===== config.mk =====
export PLATFORM = sky130hd
export DESIGN_NAME = acp_map_cell
export DESIGN_NICKNAME = d
export VERILOG_FILES = /design/src/sv/arp_cache_with_pending_retry_core_macros.svh /design/src/sv/acp_pkg.sv /design/src/sv/acp_map_cell.sv
export SDC_FILE = /design/constraint.sdc
export NUM_CORES = 1
export LEC_CHECK = 0
export BUFFER_PORTS_ARGS = -buffer_cell sky130_fd_sc_hd__buf_2
export CAP_MARGIN = 20
export CORE_AREA = 2 2 115 84
export CTS_CLUSTER_SIZE = 25
export DETAILED_ROUTE_END_ITERATION = 8
export DIE_AREA = 0 0 117 86
export PLACE_DENSITY = 0.89
export SLEW_MARGIN = 20
export SYNTH_ARGS = -nofsm -noshare
export SYNTH_HDL_FRONTEND = slang
export SYNTH_SLANG_ARGS = --single-unit

===== constraint.sdc =====
create_clock -name aclk -period 3.1 [get_ports aclk]
set_input_delay 0 -clock aclk [delete_from_list [all_inputs] [get_ports aclk]]
set_output_delay 0 -clock aclk [all_outputs]
set_load 0.005 [all_outputs]

===== src/sv/arp_cache_with_pending_retry_core_macros.svh =====
// Assertion macros shared by the ARP cache RTL.
// Needs a clock named aclk and an active-low reset named aresetn in scope.
`ifndef ARP_CACHE_WITH_PENDING_RETRY_CORE_MACROS_SVH
`define ARP_CACHE_WITH_PENDING_RETRY_CORE_MACROS_SVH

// Condition must hold at every clock edge out of reset.
`define ACP_ASSERT_ALWAYS(lbl, cond, msg) \
    lbl: assert property (@(posedge aclk) disable iff (!aresetn) (cond)) else $error(msg);

// Antecedent implies consequent in the same cycle.
`define ACP_ASSERT_IMPL(lbl, ante, cons, msg) \
    lbl: assert property (@(posedge aclk) disable iff (!aresetn) (ante) |-> (cons)) \
        else $error(msg);

`endif


===== src/sv/acp_pkg.sv =====
// Shared types, sizes and codes of the ARP cache.
// No dependencies; used by acp_map_cell and the top level.
package acp_pkg;

    localparam int MAP_DEPTH    = 32;
    localparam int REQ_DEPTH    = 8;
    localparam int PKTS_PER_REQ = 4;
    localparam int INTERFACES   = 16;
    localparam int MAX_RES      = 32;
    localparam int RETRY_CAP    = 14;

    localparam int PKT_SLOTS  = REQ_DEPTH * PKTS_PER_REQ;
    localparam int MAP_IDX_W  = (MAP_DEPTH > 1) ? $clog2(MAP_DEPTH) : 1;
    localparam int REQ_IDX_W  = (REQ_DEPTH > 1) ? $clog2(REQ_DEPTH) : 1;
    localparam int REQ_CNT_W  = $clog2(REQ_DEPTH + 1);
    localparam int PKT_CNT_W  = $clog2(PKTS_PER_REQ + 1);
    localparam int PKT_IDX_W  = (PKT_SLOTS > 1) ? $clog2(PKT_SLOTS) : 1;
    localparam int RES_CNT_W  = $clog2(MAX_RES + 1);

    // Commands
    localparam logic [1:0] CMD_LOOKUP = 2'd0;
    localparam logic [1:0] CMD_APPEND = 2'd1;
    localparam logic [1:0] CMD_INSERT = 2'd2;
    localparam logic [1:0] CMD_TICK   = 2'd3;

    // Result events
    localparam logic [2:0] EV_LOOKUP  = 3'd0;
    localparam logic [2:0] EV_REQUEST = 3'd1;
    localparam logic [2:0] EV_FORWARD = 3'd2;
    localparam logic [2:0] EV_UNREACH = 3'd3;
    localparam logic [2:0] EV_QUEUED  = 3'd4;
    localparam logic [2:0] EV_DROPPED = 3'd5;
    localparam logic [2:0] EV_NOTHING = 3'd6;

    // Configuration register indexes
    localparam logic REG_ENTRY_TIMEOUT = 1'b0;
    localparam logic REG_MAX_RETRIES   = 1'b1;

    typedef struct packed {
        logic [2:0]  event_res;
        logic        hit;
        logic [31:0] ip;
        logic [47:0] mac;
        logic [3:0]  iface;
        logic [15:0] handle;
        logic [15:0] length;
    } res_t;

    // Broadcast control seen by every map cell
    typedef struct packed {
        logic [31:0] key_ip;
        logic [47:0] wr_mac;
        logic [15:0] seconds;
        logic [7:0]  timeout;
        logic        age_en;
    } map_ctl_t;

    // Priority flags handed from cell to cell
    typedef struct packed {
        logic hit_found;
        logic free_found;
    } map_chain_t;

endpackage


===== src/sv/acp_map_cell.sv =====
// One slot of the address map: holds a mapping, compares and ages it.
// Depends on acp_pkg; instantiated in a row by the top level.
module acp_map_cell (
    input  logic                 aclk,
    input  logic                 aresetn,
    input  acp_pkg::map_ctl_t    ctl,
    input  logic                 wr_en,
    input  acp_pkg::map_chain_t  chain_in,
    output acp_pkg::map_chain_t  chain_out,
    output logic                 hit_first,
    output logic                 free_first,
    output logic [47:0]          mac
);

    logic        valid_reg;
    logic [31:0] ip_reg;
    logic [47:0] mac_reg;
    logic [15:0] added_reg;
    logic        hit;
    logic [15:0] age;

    assign hit   = valid_reg && (ip_reg == ctl.key_ip);
    assign age   = ctl.seconds - added_reg;

    // Claim the first hit / first free slot not taken by a lower neighbor
    assign hit_first            = hit && !chain_in.hit_found;
    assign free_first           = !valid_reg && !chain_in.free_found;
    assign chain_out.hit_found  = chain_in.hit_found || hit;
    assign chain_out.free_found = chain_in.free_found || !valid_reg;
    assign mac                  = mac_reg;

    always_ff @(posedge aclk) begin
        if (!aresetn) begin
            valid_reg <= 1'b0;
        end else if (wr_en) begin
            valid_reg <= 1'b1;
        end else if (ctl.age_en && valid_reg && (age > {8'd0, ctl.timeout})) begin
            valid_reg <= 1'b0;
        end
    end

    always_ff @(posedge aclk) begin
        if (wr_en) begin
            ip_reg    <= ctl.key_ip;
            mac_reg   <= ctl.wr_mac;
            added_reg <= ctl.seconds;
        end
    end

endmodule


==> impl_metrics.tcl <==
set metrics [dict create \
    fin_total_pwr_w 0.00330 \
    min_path_type "input port to flop" \
    slew_viol_final 0 \
    place_inst 574 \
    fp.dieH_um 86 \
    yosys.area.top_type_share 0.675 \
    initial_core_util 0.480 \
    drt-initial-drc-count 183 \
    synth_ff_type "edfxtp_1" \
    io_pins 162 \
    drcViolationCount 0 \
    area_growth_syn_to_layout_pct 55.3 \
    powerDensity_nw_per_um2 498 \
    status "completed" \
    grt_pass1_vias 3586 \
    yosysWarnings 0 \
    cts_tree "built" \
    cts_max_level 3 \
    leakagePower_nw 2.82 \
    rsz0062_at_grt "yes" \
    antenna_found_initial 0 \
    n_antenna_cell 0 \
    ys_seq_elements 97 \
    synth_top_cell_by_area "edfxtp_1" \
    syn_inst 286 \
    max_freq_mhz 327 \
    syn_area_per_cell_um2 14.9 \
    path_max_fanout 2 \
    ys_seq_area_frac 0.680 \
    final_antenna_net_count 0 \
    insertion_delay_ps 330 \
    end_kind "flop" \
    start_kind "flop" \
    grt_pass1_wl_um 17100 \
    synth-edff-count 96 \
    crit_arrival_ps 3320 \
    clockBufferDepth 2 \
    final_cells 694 \
    coreArea_um2 8890 \
    slew_headroom 0.371 \
    synth_area_leaders "edfxtp_1 68%, xnor2_1 7.0%, ha_1 6.7%, inv_1 2.3%, xor2_1 1.6%" \
    worstSetupPathType "flop to flop" \
    gp_congestion 0.967 \
    setup_viol 0 \
    clock-sinks 97 \
    vias_per_cell 4.90 \
    whs_ps 69.4 \
    fin_crit_ps 3060 \
    core.rowCount 29 \
    drt-total-wl_um 11400 \
    overflow 0 \
    cts_made_buffers 9 \
    yosysUniqueCellTypes 36 \
    cap_violations 0 \
    num_vias 3400 \
    synth_fp_nets 420 \
    peakVddDrop_mv 0.377 \
    synthTopCellsByCount "96 x edfxtp_1, 34 x xnor2_1, 26 x inv_1" \
    synth.most_common_cell "edfxtp_1" \
    clk_pin_slew_ps 70 \
    root_buffer "clkbuf_16" \
    synthArstFlopShare 0 \
    die_x_um 117 \
    largest_reg_flops 48 \
    nNetsFinal 699 \
    dp_hpwl_um 6850 \
    drt_pre_antenna_iters 5 \
    post-route-period-util 0.987 \
    routedWlPerCell_um 16.4 \
    placed_area_um2 5260 \
    grtUsageTotal 0.225 \
    finalInstanceArea_um2 6630 \
    drive_gt1_frac 0.347 \
    port_buffers 161 \
    synthesis.area_um2 4270 \
    grt_max_degree 76 \
    dieArea_um2 10100 \
    crit_required_ps 3360 \
    worst_pin_slew_ps 943 \
    hold_viol 0 \
    skew_ps 3.76 \
]
## placed cells by master (no fill, tap or decap), drive strengths merged, types with 11 or more instances in the layout
cell type	count
edfxtp	96
buf	171
inv	28
xnor2	34
nand4	11
dlygate4sd3	97
ha	23
## critical path, cell delays in order, from the launching register on
cell	delay [ps]
edfxtp_1	440
ha_4	200
fa_2	380
nor2b_2	140
o31a_1	180
o21ai_2	80
nor2b_4	130
xnor2_1	130
ha_1	320
nor2b_1	140
o21ai_1	140
nand2b_1	70
o22ai_1	130
nor4b_2	230
o2111ai_1	140
o21ai_1	140
## stage by stage
stage | utilization | setup WS, ps | TNS [ps]
floorplan | - | 289 | 0
global placement | 0.591 | 184 | 0
detailed placement | 0.591 | 12.1 | 0
CTS | 0.734 | 55.6 | 0
global route | 0.746 | -117 | -117
finish | 0.746 | 40.0 | 0
## what timing repair did
item,CTS,global route
resized for setup,1,12
endpoints found under the setup margin,1,1
hold endpoints to repair,97,0
pin swaps,0,12
setup buffers,0,7
hold buffers,97,0
## routing by layer
metal,vias up,GRT usage,share of wire
li1,1621,-,-
met1,1633,0.266,0.40
met2,138,0.414,0.52
met3,8,0.0580,0.064
met4,0,0.0492,0.011
met5,-,0,0
## final timing paths
path / to / slack, ps / depth (start not counted) / start
worst max-delay path: valid_reg / 40 / 15 / added_reg[0]
worst min-delay path: valid_reg / 70 / 4 / ctl[0]
worst max register to register: valid_reg / 40 / 15 / added_reg[0]
worst min register to register: valid_reg / 760 / 4 / valid_reg
## cell type report
cell class	count	area [um2]
Sequential cell	97	2900
Fill cell	536	2260
Timing Repair Buffer	268	1850
Multi-Input combinational cell	163	1330
Clock buffer	10	229
Tap cell	124	155
Inverter	26	97.6
Clock inverter	6	62.6
## kinds of logic (layout without fill, tap and decap cells)
logic type	count (synthesis)	in the layout	synth area share
AO/OA/AOI/OAI	41	41	0.0651
XOR/XNOR	42	42	0.0862
adder cells (fa/ha/maj)	24	24	0.0721
buffers and inverters	26	310	0.0229
flip-flops	97	97	0.680
AND/OR/NAND/NOR	56	56	0.0739
## report_power, final
part           switching (W)  internal, W  total, W
sequential         0.0000382      0.00156   0.00160
clock               0.000489     0.000564   0.00105
combinational       0.000301     0.000353  0.000654
No activity file was read; power rests on OpenSTA's default activity.
